[src/design/anxb_pkg.sv]
package anxb_pkg;

	localparam int CAP_W = 21;
	localparam logic [CAP_W-1:0] CAP_RESET = 21'd65536;

	// Result kinds
	localparam logic [1:0] KIND_HEADER = 2'd0;
	localparam logic [1:0] KIND_DATA   = 2'd1;
	localparam logic [1:0] KIND_END    = 2'd2;
	localparam logic [1:0] KIND_ERROR  = 2'd3;

	// Error codes
	localparam logic ERR_FORBIDDEN = 1'b0;
	localparam logic ERR_OVER_CAP  = 1'b1;

	typedef struct packed {
		logic [7:0] stream_byte;
		logic       end_of_stream;
	} anxb_in_t;

	typedef struct packed {
		logic [1:0]       result_kind;
		logic [7:0]       data_byte;
		logic [1:0]       ref_priority;
		logic [4:0]       unit_type;
		logic [CAP_W-1:0] payload_length;
		logic             error_code;
		logic             last_of_run;
	} anxb_res_t;

	// Results caused by one byte, always in this order:
	// header (or forbidden error), zeros, byte, over-capacity error, end of unit.
	typedef struct packed {
		logic             has_head;
		logic             head_bad;
		logic [1:0]       ref_priority;
		logic [4:0]       unit_type;
		logic [2:0]       zero_cnt;
		logic             has_byte;
		logic [7:0]       byte_val;
		logic             has_ovf;
		logic             has_end;
		logic [CAP_W-1:0] end_len;
	} anxb_cmd_t;

endpackage

[src/design/annexb_nal_unit_extractor_top.sv]
// Annex B unit extractor. Takes one stream byte per request and finds 00 00 01
// and 00 00 00 01 start codes. Each unit gives a header result, its payload
// bytes with emulation-prevention 03 bytes removed, and an end result with the
// payload length; a set forbidden bit or a payload beyond payload_capacity
// gives an error result and a return to start-code search. The front stage
// classifies every byte in the cycle it is accepted and, if it causes any
// result, queues one request describing all of them (up to five); the back
// stage plays a request out at one result per cycle while res_ready allows,
// into a registered output. A byte is accepted every cycle while the queue
// (QUEUE_DEPTH deep) has room, so bytes that cause no result or a single one
// stream at one per cycle; a byte causing several results holds the back stage
// until all are out, which bounds the sustained rate on zeros before data. Write
// payload_capacity through cfg_we/cfg_data only while the block is idle.
module annexb_nal_unit_extractor_top #(
	parameter int QUEUE_DEPTH = 4
) (
	input  logic                       clk,
	input  logic                       arst_n,
	input  logic                       byte_valid,
	output logic                       byte_ready,
	input  anxb_pkg::anxb_in_t         byte_item,
	output logic                       res_valid,
	input  logic                       res_ready,
	output anxb_pkg::anxb_res_t        res_item,
	input  logic                       cfg_we,
	input  logic [anxb_pkg::CAP_W-1:0] cfg_data
);

	logic [anxb_pkg::CAP_W-1:0] capacity_q;
	logic                       q_full;
	logic                       q_not_empty;
	logic                       q_pop;
	logic                       cmd_push;
	anxb_pkg::anxb_cmd_t        cmd;
	anxb_pkg::anxb_cmd_t        q_head;
	logic                       accept;

	// Hold the capacity register; write it straight from the port
	always_ff @(posedge clk or negedge arst_n) begin
		if (!arst_n) begin
			capacity_q <= anxb_pkg::CAP_RESET;
		end else if (cfg_we) begin
			capacity_q <= cfg_data;
		end
	end

	// Accept a byte whenever the queue can take whatever it causes
	assign byte_ready = !q_full;
	assign accept     = byte_valid && byte_ready;

	anxb_front u_front (
		.clk       (clk),
		.arst_n    (arst_n),
		.accept    (accept),
		.byte_item (byte_item),
		.capacity  (capacity_q),
		.cmd_push  (cmd_push),
		.cmd       (cmd)
	);

	anxb_queue #(
		.DEPTH (QUEUE_DEPTH)
	) u_queue (
		.clk       (clk),
		.arst_n    (arst_n),
		.push      (cmd_push),
		.push_data (cmd),
		.pop       (q_pop),
		.full      (q_full),
		.not_empty (q_not_empty),
		.head      (q_head)
	);

	// Advance through each queued request one result per cycle while res_ready allows
	anxb_back u_back (
		.clk       (clk),
		.arst_n    (arst_n),
		.q_valid   (q_not_empty),
		.q_data    (q_head),
		.q_pop     (q_pop),
		.res_valid (res_valid),
		.res_ready (res_ready),
		.res_item  (res_item)
	);

endmodule

[src/design/anxb_front.sv]
module anxb_front (
	input  logic                       clk,
	input  logic                       arst_n,
	input  logic                       accept,
	input  anxb_pkg::anxb_in_t         byte_item,
	input  logic [anxb_pkg::CAP_W-1:0] capacity,
	output logic                       cmd_push,
	output anxb_pkg::anxb_cmd_t        cmd
);

	typedef enum logic [1:0] {
		PH_SEARCH,
		PH_HEADER,
		PH_PAYLOAD
	} phase_t;

	phase_t                     phase_q, phase_n;
	logic [1:0]                 held_q, held_n;
	logic                       hzh_q, hzh_n;
	logic [1:0]                 zrun_q, zrun_n;
	logic [anxb_pkg::CAP_W-1:0] cnt_q, cnt_n;

	logic [7:0]                 b;
	logic                       eos;
	logic [anxb_pkg::CAP_W:0]   diff;
	logic [2:0]                 avail;
	logic                       zz;
	logic [1:0]                 held_z;
	logic                       hzh_z;
	logic [2:0]                 z_tot;
	logic [1:0]                 nreal;
	logic [1:0]                 zr;
	logic [2:0]                 emitted;

	function automatic logic [1:0] sat_add(input logic [1:0] run, input logic [2:0] n);
		logic [3:0] s;
		s = {2'b00, run} + {1'b0, n};
		return (s >= 4'd2) ? 2'd2 : s[1:0];
	endfunction

	assign b   = byte_item.stream_byte;
	assign eos = byte_item.end_of_stream;

	// Room left in the unit, clipped to the most zeros plus byte one request can take
	assign diff = {1'b0, capacity} - {1'b0, cnt_q};
	always_comb begin
		if (diff[anxb_pkg::CAP_W] || (diff == '0)) begin
			avail = 3'd0;
		end else if (diff >= (anxb_pkg::CAP_W+1)'(5)) begin
			avail = 3'd5;
		end else begin
			avail = diff[2:0];
		end
	end

	always_comb begin
		cmd     = '0;
		phase_n = phase_q;
		held_n  = held_q;
		hzh_n   = hzh_q;
		zrun_n  = zrun_q;
		cnt_n   = cnt_q;
		zz      = 1'b0;
		held_z  = held_q;
		hzh_z   = hzh_q;
		z_tot   = 3'd0;
		nreal   = held_q - {1'b0, hzh_q};
		zr      = zrun_q;
		emitted = 3'd0;
		case (phase_q)
			PH_HEADER: begin
				cmd.has_head = 1'b1;
				held_n       = 2'd0;
				hzh_n        = 1'b0;
				zrun_n       = 2'd0;
				cnt_n        = '0;
				if (b[7]) begin
					cmd.head_bad = 1'b1;
					phase_n      = PH_SEARCH;
				end else begin
					cmd.ref_priority = b[6:5];
					cmd.unit_type    = b[4:0];
					phase_n          = PH_PAYLOAD;
					if (b == 8'h00) begin
						held_n = 2'd1;
						hzh_n  = 1'b1;
					end
					if (eos) begin
						cmd.has_end = 1'b1;
					end
				end
			end
			PH_PAYLOAD: begin
				if (b == 8'h00) begin
					zz     = (held_q == 2'd3) && !hzh_q;
					held_z = (held_q == 2'd3) ? 2'd3 : held_q + 2'd1;
					hzh_z  = hzh_q && (held_q != 2'd3);
					z_tot  = {2'b00, zz} +
						(eos ? ({1'b0, held_z} - {2'b00, hzh_z}) : 3'd0);
					if (z_tot > avail) begin
						cmd.zero_cnt = avail;
						cmd.has_ovf  = 1'b1;
						phase_n      = PH_SEARCH;
						held_n       = 2'd3;
						hzh_n        = 1'b0;
						zrun_n       = 2'd0;
						cnt_n        = '0;
					end else begin
						cmd.zero_cnt = z_tot;
						cnt_n        = cnt_q + anxb_pkg::CAP_W'(z_tot);
						zrun_n       = sat_add(zrun_q, z_tot);
						held_n       = held_z;
						hzh_n        = hzh_z;
						if (eos) begin
							cmd.has_end = 1'b1;
							cmd.end_len = cnt_n;
						end
					end
				end else if ((b == 8'h01) && (held_q >= 2'd2)) begin
					cmd.has_end = 1'b1;
					cmd.end_len = cnt_q;
					phase_n     = PH_HEADER;
					held_n      = 2'd0;
					hzh_n       = 1'b0;
					zrun_n      = 2'd0;
					cnt_n       = '0;
				end else begin
					held_n = 2'd0;
					hzh_n  = 1'b0;
					if ({1'b0, nreal} > avail) begin
						cmd.zero_cnt = avail;
						cmd.has_ovf  = 1'b1;
					end else begin
						cmd.zero_cnt = {1'b0, nreal};
						zr           = sat_add(zrun_q, {1'b0, nreal});
						if ((b == 8'h03) && (zr == 2'd2)) begin
							// drop the emulation-prevention byte
							emitted = {1'b0, nreal};
						end else if (avail == {1'b0, nreal}) begin
							cmd.has_ovf = 1'b1;
						end else begin
							cmd.has_byte = 1'b1;
							cmd.byte_val = b;
							emitted      = {1'b0, nreal} + 3'd1;
						end
					end
					if (cmd.has_ovf) begin
						phase_n = PH_SEARCH;
						zrun_n  = 2'd0;
						cnt_n   = '0;
					end else begin
						zrun_n = 2'd0;
						cnt_n  = cnt_q + anxb_pkg::CAP_W'(emitted);
						if (eos) begin
							cmd.has_end = 1'b1;
							cmd.end_len = cnt_n;
						end
					end
				end
			end
			default: begin
				if (b == 8'h00) begin
					held_n = (held_q == 2'd3) ? 2'd3 : held_q + 2'd1;
				end else if ((b == 8'h01) && (held_q >= 2'd2)) begin
					phase_n = PH_HEADER;
					held_n  = 2'd0;
					hzh_n   = 1'b0;
					zrun_n  = 2'd0;
					cnt_n   = '0;
				end else begin
					held_n = 2'd0;
				end
			end
		endcase
		if (eos) begin
			phase_n = PH_SEARCH;
			held_n  = 2'd0;
			hzh_n   = 1'b0;
			zrun_n  = 2'd0;
			cnt_n   = '0;
		end
	end

	assign cmd_push = accept && (cmd.has_head || cmd.has_byte || cmd.has_ovf ||
		cmd.has_end || (cmd.zero_cnt != 3'd0));

	always_ff @(posedge clk or negedge arst_n) begin
		if (!arst_n) begin
			phase_q <= PH_SEARCH;
			held_q  <= 2'd0;
			hzh_q   <= 1'b0;
			zrun_q  <= 2'd0;
			cnt_q   <= '0;
		end else if (accept) begin
			phase_q <= phase_n;
			held_q  <= held_n;
			hzh_q   <= hzh_n;
			zrun_q  <= zrun_n;
			cnt_q   <= cnt_n;
		end
	end

endmodule

[src/design/anxb_queue.sv]
module anxb_queue #(
	parameter int DEPTH = 4
) (
	input  logic                clk,
	input  logic                arst_n,
	input  logic                push,
	input  anxb_pkg::anxb_cmd_t push_data,
	input  logic                pop,
	output logic                full,
	output logic                not_empty,
	output anxb_pkg::anxb_cmd_t head
);

	localparam int PTR_W = $clog2(DEPTH);
	localparam int CNT_W = $clog2(DEPTH + 1);

	anxb_pkg::anxb_cmd_t slot_q [DEPTH];
	logic [PTR_W-1:0]    wr_q, rd_q;
	logic [CNT_W-1:0]    cnt_q;

	assign full      = (cnt_q == CNT_W'(DEPTH));
	assign not_empty = (cnt_q != '0);
	assign head      = slot_q[rd_q];

	always_ff @(posedge clk) begin
		if (push) begin
			slot_q[wr_q] <= push_data;
		end
	end

	always_ff @(posedge clk or negedge arst_n) begin
		if (!arst_n) begin
			wr_q  <= '0;
			rd_q  <= '0;
			cnt_q <= '0;
		end else begin
			if (push) begin
				wr_q <= (wr_q == PTR_W'(DEPTH - 1)) ? '0 : wr_q + PTR_W'(1);
			end
			if (pop) begin
				rd_q <= (rd_q == PTR_W'(DEPTH - 1)) ? '0 : rd_q + PTR_W'(1);
			end
			case ({push, pop})
				2'b10:   cnt_q <= cnt_q + CNT_W'(1);
				2'b01:   cnt_q <= cnt_q - CNT_W'(1);
				default: cnt_q <= cnt_q;
			endcase
		end
	end

endmodule

[src/design/anxb_back.sv]
module anxb_back (
	input  logic                clk,
	input  logic                arst_n,
	input  logic                q_valid,
	input  anxb_pkg::anxb_cmd_t q_data,
	output logic                q_pop,
	output logic                res_valid,
	input  logic                res_ready,
	output anxb_pkg::anxb_res_t res_item
);

	anxb_pkg::anxb_cmd_t cur_q;
	logic                cur_valid_q;
	anxb_pkg::anxb_cmd_t rest;
	anxb_pkg::anxb_res_t res_n;
	anxb_pkg::anxb_res_t res_q;
	logic                res_valid_q;
	logic                rest_empty;
	logic                emit;

	// Pick the next result of the current request and strip it off
	always_comb begin
		rest  = cur_q;
		res_n = '0;
		if (cur_q.has_head) begin
			rest.has_head = 1'b0;
			if (cur_q.head_bad) begin
				res_n.result_kind = anxb_pkg::KIND_ERROR;
				res_n.error_code  = anxb_pkg::ERR_FORBIDDEN;
			end else begin
				res_n.result_kind  = anxb_pkg::KIND_HEADER;
				res_n.ref_priority = cur_q.ref_priority;
				res_n.unit_type    = cur_q.unit_type;
			end
		end else if (cur_q.zero_cnt != 3'd0) begin
			rest.zero_cnt     = cur_q.zero_cnt - 3'd1;
			res_n.result_kind = anxb_pkg::KIND_DATA;
		end else if (cur_q.has_byte) begin
			rest.has_byte     = 1'b0;
			res_n.result_kind = anxb_pkg::KIND_DATA;
			res_n.data_byte   = cur_q.byte_val;
		end else if (cur_q.has_ovf) begin
			rest.has_ovf      = 1'b0;
			res_n.result_kind = anxb_pkg::KIND_ERROR;
			res_n.error_code  = anxb_pkg::ERR_OVER_CAP;
		end else begin
			rest.has_end         = 1'b0;
			res_n.result_kind    = anxb_pkg::KIND_END;
			res_n.payload_length = cur_q.end_len;
		end
		rest_empty = !rest.has_head && (rest.zero_cnt == 3'd0) && !rest.has_byte &&
			!rest.has_ovf && !rest.has_end;
		res_n.last_of_run = rest_empty;
	end

	assign emit  = cur_valid_q && (!res_valid_q || res_ready);
	assign q_pop = q_valid && (!cur_valid_q || (emit && rest_empty));

	always_ff @(posedge clk) begin
		if (q_pop) begin
			cur_q <= q_data;
		end else if (emit) begin
			cur_q <= rest;
		end
		if (emit) begin
			res_q <= res_n;
		end
	end

	always_ff @(posedge clk or negedge arst_n) begin
		if (!arst_n) begin
			cur_valid_q <= 1'b0;
			res_valid_q <= 1'b0;
		end else begin
			if (q_pop) begin
				cur_valid_q <= 1'b1;
			end else if (emit && rest_empty) begin
				cur_valid_q <= 1'b0;
			end
			if (emit) begin
				res_valid_q <= 1'b1;
			end else if (res_ready) begin
				res_valid_q <= 1'b0;
			end
		end
	end

	assign res_valid = res_valid_q;
	assign res_item  = res_q;

endmodule

[config.mk]
export PLATFORM = sky130hd
export DESIGN_NAME = annexb_nal_unit_extractor_top
export DESIGN_NICKNAME = d
export VERILOG_FILES = /design/src/design/anxb_pkg.sv /design/src/design/annexb_nal_unit_extractor_top.sv /design/src/design/anxb_front.sv /design/src/design/anxb_queue.sv /design/src/design/anxb_back.sv
export SDC_FILE = /design/constraint.sdc
export NUM_CORES = 1
export LEC_CHECK = 0
export BUFFER_PORTS_ARGS = -buffer_cell sky130_fd_sc_hd__buf_2
export CORE_AREA = 2 2 176 213
export CTS_CLUSTER_SIZE = 20
export DETAILED_ROUTE_END_ITERATION = 8
export DIE_AREA = 0 0 178 215
export PLACE_DENSITY = 0.7
export RECOVER_POWER = 50
export SYNTH_ARGS = -nofsm -noshare
export SYNTH_HDL_FRONTEND = slang
export SYNTH_HIERARCHICAL = 1
export SYNTH_SLANG_ARGS = --single-unit
[constraint.sdc]
create_clock -name clk -period 11.8 [get_ports clk]
set_clock_uncertainty 0.05 [all_clocks]
set_input_delay 1.18 -clock clk [delete_from_list [all_inputs] [get_ports clk]]
set_output_delay 1.18 -clock clk [all_outputs]
set_load 0.01 [all_outputs]
== Yosys cells after proc, flatten, opt, wreduce, memory -nomap -nowiden ==
Memories as Yosys holds them, arrays and structs flattened.
Index checks and enable logic that the tools add are counted.

* Word-level logic and storage cells: 213
* Register bits after elaboration: 142
* Output and inout port bits: 42
* Memory bits (writable): 176
* Memories: 1
* Input bits: 35

* Eq/ne operators: 16
* Muxes and demuxes: 102
* $add $sub $neg: 15
* Bitwise logic cells: 2
* Order comparisons: 6
* Reduce and logical (&&, ||, !) cells: 43

{| class="wikitable"
|+ Memory list
! name !! words !! bits a word !! read ports !! clocked after memory_dff !! write ports !! line !! RTL
|-
| u_queue.slot_q || 4 || 44 || 1 || 0 || 1 || anxb_queue.sv:17 || <nowiki>anxb_pkg::anxb_cmd_t slot_q [DEPTH];</nowiki>
|}

{| class="wikitable"
|+ Operators by type and width
! kind !! number
|-
| 2-to-1 mux 21 bit || 8
|-
| 2-to-1 mux 22 bit || 5
|-
| 2-to-1 mux 44 bit || 2
|-
| 2-to-1 mux 2 bit || 30
|-
| adder 21 x 3 -> 21 bit || 2
|-
| one-hot mux 21 bit (2 select lines) || 1
|-
| 2-to-1 mux 3 bit || 13
|-
| 2-to-1 mux 9 bit || 4
|-
| 2-to-1 mux 1 bit || 27
|-
| 2-to-1 mux 13 bit || 2
|-
| 2-to-1 mux 23 bit || 1
|-
| greater-or-equal comparator 22 x 3 -> 1 bit, second input constant || 1
|-
| logical NOT 22 bit || 1
|-
| subtractor 21 x 21 -> 22 bit || 1
|-
| == test 2 bit, second input constant || 6
|-
| logical AND 1 bit || 12
|-
| one-hot mux 2 bit (2 select lines) || 3
|-
| 2-to-1 mux 10 bit || 1
|-
| nonzero test 3 bit || 3
|-
| == test 8 x 1 -> 1 bit, second input constant || 1
|-
| == test 8 x 2 -> 1 bit, second input constant || 1
|-
| greater-or-equal comparator 4 x 2 -> 1 bit, second input constant || 2
|-
| logical NOT 8 bit || 1
|-
| != test 4 bit, second input constant || 2
|-
| 32 further kinds || 54
|}

== Logic depth before layout (Yosys ltp) ==
* Depth in word-level cells: 24
* Gate-level depth with buffers: 30
* Mapped depth without buffers: 29

== Modules after synthesis ==
Netlist, hierarchy kept.

{| class="wikitable"
|+ Modules (own cells, without submodules)
! module !! seq. area each (µm²) !! cells an instance !! area an instance (µm²) !! instances
|-
| anxb_queue || 5460.2 || 265 || 6822.8 || 1
|-
| anxb_front || 700.7 || 710 || 4968.5 || 1
|-
| anxb_back || 2572.5 || 224 || 3450.8 || 1
|-
| annexb_nal_unit_extractor_top || 526.8 || 46 || 870.8 || 1
|}

== Worst setup path before layout ==
Ideal clock, no wire load.

* Kind: register to register
* From: register u_front/cnt_q[3] (netlist bit)
* To: memory u_queue/slot_q[0][20] (netlist bit), data pin
* Slack: 5653 ps
* Setup time: 217 ps
* Required time: 11533 ps
* Data arrival time: 5880 ps
* Cell stages (with the launch flop): 28
* Buffers on the path: 1
* Clock period less this slack: 6147 ps
* Path through: dfrtp_1 clkbuf_1 inv_1 ha_1 o211a_1 o31a_1 o21ai_1 xor2_1 o221ai_1 nor4_2 and2_1 nand4_1 a211o_1 ha_1 nor2b_1 o21ai_0 nand2_1 a21boi_4 nor2_1 ha_1 fa_1 a21o_1 nand4_1 or3_1 nor3_1 xnor2_1 nand3_1 a211oi_1

{| class="wikitable"
|+ RTL lines
! element !! line !! RTL
|-
| from (decl) || anxb_front.sv:21 || <nowiki>logic [anxb_pkg::CAP_W-1:0] cnt_q, cnt_n;</nowiki>
|-
| from (signal assigned) || anxb_front.sv:199 || <nowiki>cnt_q <= cnt_n;</nowiki>
|-
| to (decl) || anxb_queue.sv:17 ||
|}

==> results by stage <==
Worst setup path:
- The worst setup path is captured at a flop.
- STA puts the critical path data arrival time at 8740 ps.
- For the worst flop-to-flop path, the logic depth is 24.
- The critical path data required time is 11960 ps.
- The endpoint identified for the worst register-to-register timing path is u_queue/slot_q[2][13]$_DFFE_PP_.
- The worst setup path is of the reg2reg kind.
- The highest net fanout along the worst path is 29.
- STA classifies the critical path startpoint as a flop.
- The register-to-register setup slack is 3220 ps.
- The beginning of the worst register-to-register path is u_front/cnt_q[9]$_DFFE_PN0P_.

Finish:
- The register area is 0.00926 sq mm.
- The area of the multi-input gates is 0.00618 sq mm.
- For this run, the post-layout net count is 1395.
- Compared with the post-synthesis result, the final layout area differs by 9.61%.
- After filler insertion, the fill cell instance count of the layout stands at 3118.
- The share of layout cells above drive strength 1 is 0.124.
- The number of antenna diodes in the final layout is 0.

Logic synthesis:
- Of the total synthesized cell area, the portion taken by full adders, half adders and majority gates is 0.0471.
- The share of the synthesized area in compound gates (AO/OA/AOI/OAI) is 0.0995.
- The synthesized area divided by synthesized cell count is 12.9 sq um.
- Synthesis instantiated 86 different standard cells from the library.
- The mux contribution to synthesized area is 0.0877.
- Of the total synthesized cell area, the portion taken by XOR and XNOR cells is 0.0255.
- The primary flip-flop cell chosen by synthesis mapping is sky130_fd_sc_hd__edfxtp_1.
- In this run, synthesis inferred 260 flip-flops with an integrated enable.
- The number of nets handed over by synthesis was 1337.
- Synthesis handed over a netlist of 1245 instances.
- The synthesis-stage register bit count is 318.
- The post-synthesis simple-gate area fraction is 0.128.
- After synthesis the cells add up to 0.0161 sq mm.
- In the synthesized netlist the async set-or-reset flop fraction comes to 0.182.
- The largest family of logic cells by synthesized area is simple AND/OR/NAND/NOR gates.
- The share of the Yosys chip area taken by registers is 0.575.
- The yosys synthesis warning count is 6.

Timing:
- The achievable clock frequency is 0.117 GHz.
- The headroom to the max-slew limit is -1.46.
- The time the worst path needs with I/O delays and setup is 8580 ps.
- The number of failing hold endpoints at the final stage came to 0.
- Setup violations remaining at the end of the flow were counted as 0.
- Setup repair after global routing left no endpoint under its margin.
- In the finished design, the share of the clock period the worst path needs comes to 0.727.
- The worst slack on hold paths is 439 ps.
- The final-layout setup total negative slack is 0 ps.
- At the pin with the least slew margin, the transition time is 3680 ps.
- The total count of max-transition violations in the final report is 201.

Detailed routing:
- The number of remaining DRC errors is 0.
- The via density per instance is 5.59.
- The post-detailed-route wirelength per cell is 18.7 um.
- For this block, the routed nets add up to 33600 um of wire.
- The initial detailed-routing violation count is 693.
- The post-route antenna net violation count is 0.
- The first TritonRoute pass finished after 5 iterations.
- The final route contains 10.1k vias.

Floorplanning:
- The die is 178 um wide.
- The floorplan step defined a core boundary enclosing 0.0363 sq mm.
- In this run the count of I/O pins placed on the die edge is 77.
- The height of the die is 215 um.
- For this configuration, the core starts out at a cell density of 0.444.
- The die covers 0.0383 sq mm.
- The floorplan has 77 rows.

Placement:
- After legalization and detailed placement, the total HPWL measured 23000 um.
- The number of buffers inserted by port buffering is 76.
- Routability-driven placement finished with a final weighted congestion of 0.905.

Clocking:
- The clock edge transition at the registers on the reported setup and hold paths is 70 ps.
- The number of gates resized after cts is 0.
- The clock tree from TritonCTS is yes.
- The clock passes through at most 3 buffers.
- The clock buffer count from CTS is 31.
- Counting every sink on the clock net gives 318.
- The number of buffers inserted for hold repair after clock tree synthesis is 0.
- The clock latency on the worst-skew pair is 570 ps.
- The level count of the clock H-tree is 1.
- The number of buffers inserted by post-CTS setup repair is 0.
- The clock root buffer master is sky130_fd_sc_hd__clkbuf_16.

Global routing:
- The number of global-route vias before repair is 10.3k.
- The number of antenna violations at the first check in global routing is 0.
- The first global-routing pass estimated 54900 um of wire.
- For this run, the total global-route usage over all layers was measured as 0.180.
- The global-route congestion overflow total is 0.
- Entering global routing, the biggest net connects 79 pins.

Power and ir drop:
- The power per cell area is 165 mW/mm^2.
- The total leakage power is 6.18 nW.
- The maximum resistive drop on vdd is 0.104 mV.

Job:
- The count of max-cap constraint violations is 4.

Worst hold path:
- The classification of the worst-slack hold path is reg2reg.
- The worst hold path startpoint is u_queue/cnt_q[2]$_DFFE_PN0P_.
- The number of cells on the worst hold path is 1.
- The path with the worst hold slack has its endpoint at u_queue/cnt_q[2]$_DFFE_PN0P_.

Outcome:
- The final reports fail on max-capacitance violations, max-slew violations.
- The flow ran to the end, but the final reports show violations.
-- registers in the layout, indices dropped and copies added, names as in the netlist --
signal / flops
u_front/cnt_q: 21
u_front/phase_q: 2
capacity_q: 21
u_queue/slot_q: 176
u_front/held_q: 2
u_queue/wr_q: 2
u_queue/cnt_q: 3
u_back/cur_valid_q: 1
u_back/res_item: 40
u_front/zrun_q: 2
u_front/hzh_q: 1
u_queue/rd_q: 2
u_back/cur_q: 44
u_back/res_valid: 1
-- worst max path at each step --
stage                                            start                              end  slack (ps)
final                     u_front/cnt_q[9]$_DFFE_PN0P_  u_queue/slot_q[2][13]$_DFFE_PP_        3220
after global placement    u_front/cnt_q[8]$_DFFE_PN0P_  u_queue/slot_q[0][20]$_DFFE_PP_        4810
after floorplan           u_front/cnt_q[3]$_DFFE_PN0P_  u_queue/slot_q[0][20]$_DFFE_PP_        5650
after detailed placement  u_front/cnt_q[1]$_DFFE_PN0P_  u_queue/slot_q[3][20]$_DFFE_PP_        4600
after global routing      u_front/cnt_q[9]$_DFFE_PN0P_  u_queue/slot_q[2][13]$_DFFE_PP_        2680
after CTS                 u_front/cnt_q[1]$_DFFE_PN0P_  u_queue/slot_q[0][20]$_DFFE_PP_        4550
-- cell usage in the layout, fill, tap and decap left out, drive strengths merged, types with 4 or more instances in the layout --
cell,count
o21a,8
nand2b,8
a21oi,78
a211oi,18
clkbuf,84
nor2b,17
nor3,25
o31ai,4
or3,7
dfrtp,57
nor4,5
nand3,35
xnor2,39
and3,28
nand2,82
o21ai,54
a21boi,6
xor2,8
fa,6
inv,61
mux2,27
ha,51
clkinv,10
o211ai,9
mux4,44
nor2,58
o22ai,5
edfxtp,260
nand4,20
a22oi,8
a21o,7
a31oi,12
a32oi,4
and2,79
buf,45
-- Yosys cell counts (15+ instances only) --
master / instances / share of area
sky130_fd_sc_hd__a211oi_1: 15 / 0.0070
sky130_fd_sc_hd__a21oi_1: 75 / 0.023
sky130_fd_sc_hd__and2_1: 79 / 0.031
sky130_fd_sc_hd__and3_1: 28 / 0.011
sky130_fd_sc_hd__clkbuf_1: 38 / 0.0089
sky130_fd_sc_hd__dfrtp_1: 57 / 0.089
sky130_fd_sc_hd__edfxtp_1: 260 / 0.48
sky130_fd_sc_hd__ha_1: 51 / 0.040
sky130_fd_sc_hd__inv_1: 57 / 0.013
sky130_fd_sc_hd__mux2_4: 20 / 0.019
sky130_fd_sc_hd__mux4_2: 38 / 0.053
sky130_fd_sc_hd__nand2_1: 81 / 0.019
sky130_fd_sc_hd__nand3_1: 35 / 0.011
sky130_fd_sc_hd__nand4_1: 19 / 0.0074
sky130_fd_sc_hd__nor2_1: 58 / 0.014
sky130_fd_sc_hd__nor2b_1: 17 / 0.0066
sky130_fd_sc_hd__nor3_1: 23 / 0.0071
sky130_fd_sc_hd__o21ai_0: 35 / 0.011
sky130_fd_sc_hd__o21ai_1: 17 / 0.0053
sky130_fd_sc_hd__xnor2_1: 39 / 0.021
-- layer usage --
metal | wire [um] | GRT usage | vias up
met5 | 0 | 0 | -
met4 | 1020 | 0.0637 | 0
met3 | 1630 | 0.0211 | 61
met2 | 16800 | 0.305 | 299
met1 | 14100 | 0.238 | 4915
li1 | - | - | 4801
-- cells by family (layout without fill, tap and decap cells) --
logic type / after synthesis / in the layout
mux: 73 / 73
xor+xnor: 47 / 47
compound gates: 244 / 244
simple gates: 382 / 382
buf+inv: 124 / 206
fa+ha+maj: 57 / 57
flops: 318 / 318
-- final cells by class --
class | instances | area share
inverter | 58 | 0.0123
clock buffer | 38 | 0.0454
clock inverter | 19 | 0.0104
sequential | 318 | 0.524
multi-input combinational | 803 | 0.350
timing repair buffer | 91 | 0.0242
tap | 474 | 0.0336
-- report_power, final --
part / leakage (nW) / total [mW] / switching (mW) / internal [mW]
clock: 0.470 / 0.958 / 0.409 / 0.549
sequential: 3.17 / 1.37 / 0.0379 / 1.33
combinational: 2.55 / 0.582 / 0.337 / 0.244
-- through the flow --
stage                     power, mW  setup slack [ps]   util  cell area [sq um]  instances
after floorplan                1.85              5650      -              16100       1245
after global placement         1.98              4810  0.463              16800       1744
after detailed placement       1.99              4600  0.463              16800       1744
after CTS                      2.95              4550  0.491              17800       1801
after global routing           3.05              2680  0.486              17700       1801
final                          2.91              3220  0.486              17700       1801
-- critical path, cell delays in order, from the launching register on --
cell,delay [ps]
sky130_fd_sc_hd__dfrtp_1,500
sky130_fd_sc_hd__inv_1,140
sky130_fd_sc_hd__ha_1,430
sky130_fd_sc_hd__a21oi_1,250
sky130_fd_sc_hd__o21ai_0,260
sky130_fd_sc_hd__a21oi_1,280
sky130_fd_sc_hd__nand4_1,150
sky130_fd_sc_hd__a21o_1,190
sky130_fd_sc_hd__a22oi_1,480
sky130_fd_sc_hd__and2_0,230
sky130_fd_sc_hd__nand4_1,90
sky130_fd_sc_hd__a211o_1,320
sky130_fd_sc_hd__ha_1,290
sky130_fd_sc_hd__nor2b_1,130
sky130_fd_sc_hd__o21ai_0,140
sky130_fd_sc_hd__inv_1,70
sky130_fd_sc_hd__o21ai_0,2130
sky130_fd_sc_hd__a21o_1,300
sky130_fd_sc_hd__a22oi_1,70
sky130_fd_sc_hd__nor2_1,110
sky130_fd_sc_hd__o21ai_0,110
sky130_fd_sc_hd__a21oi_2,230
sky130_fd_sc_hd__o41a_1,320
sky130_fd_sc_hd__and2_2,470
sky130_fd_sc_hd__buf_4,460
Note: power is estimated with default switching activity, not from simulation.
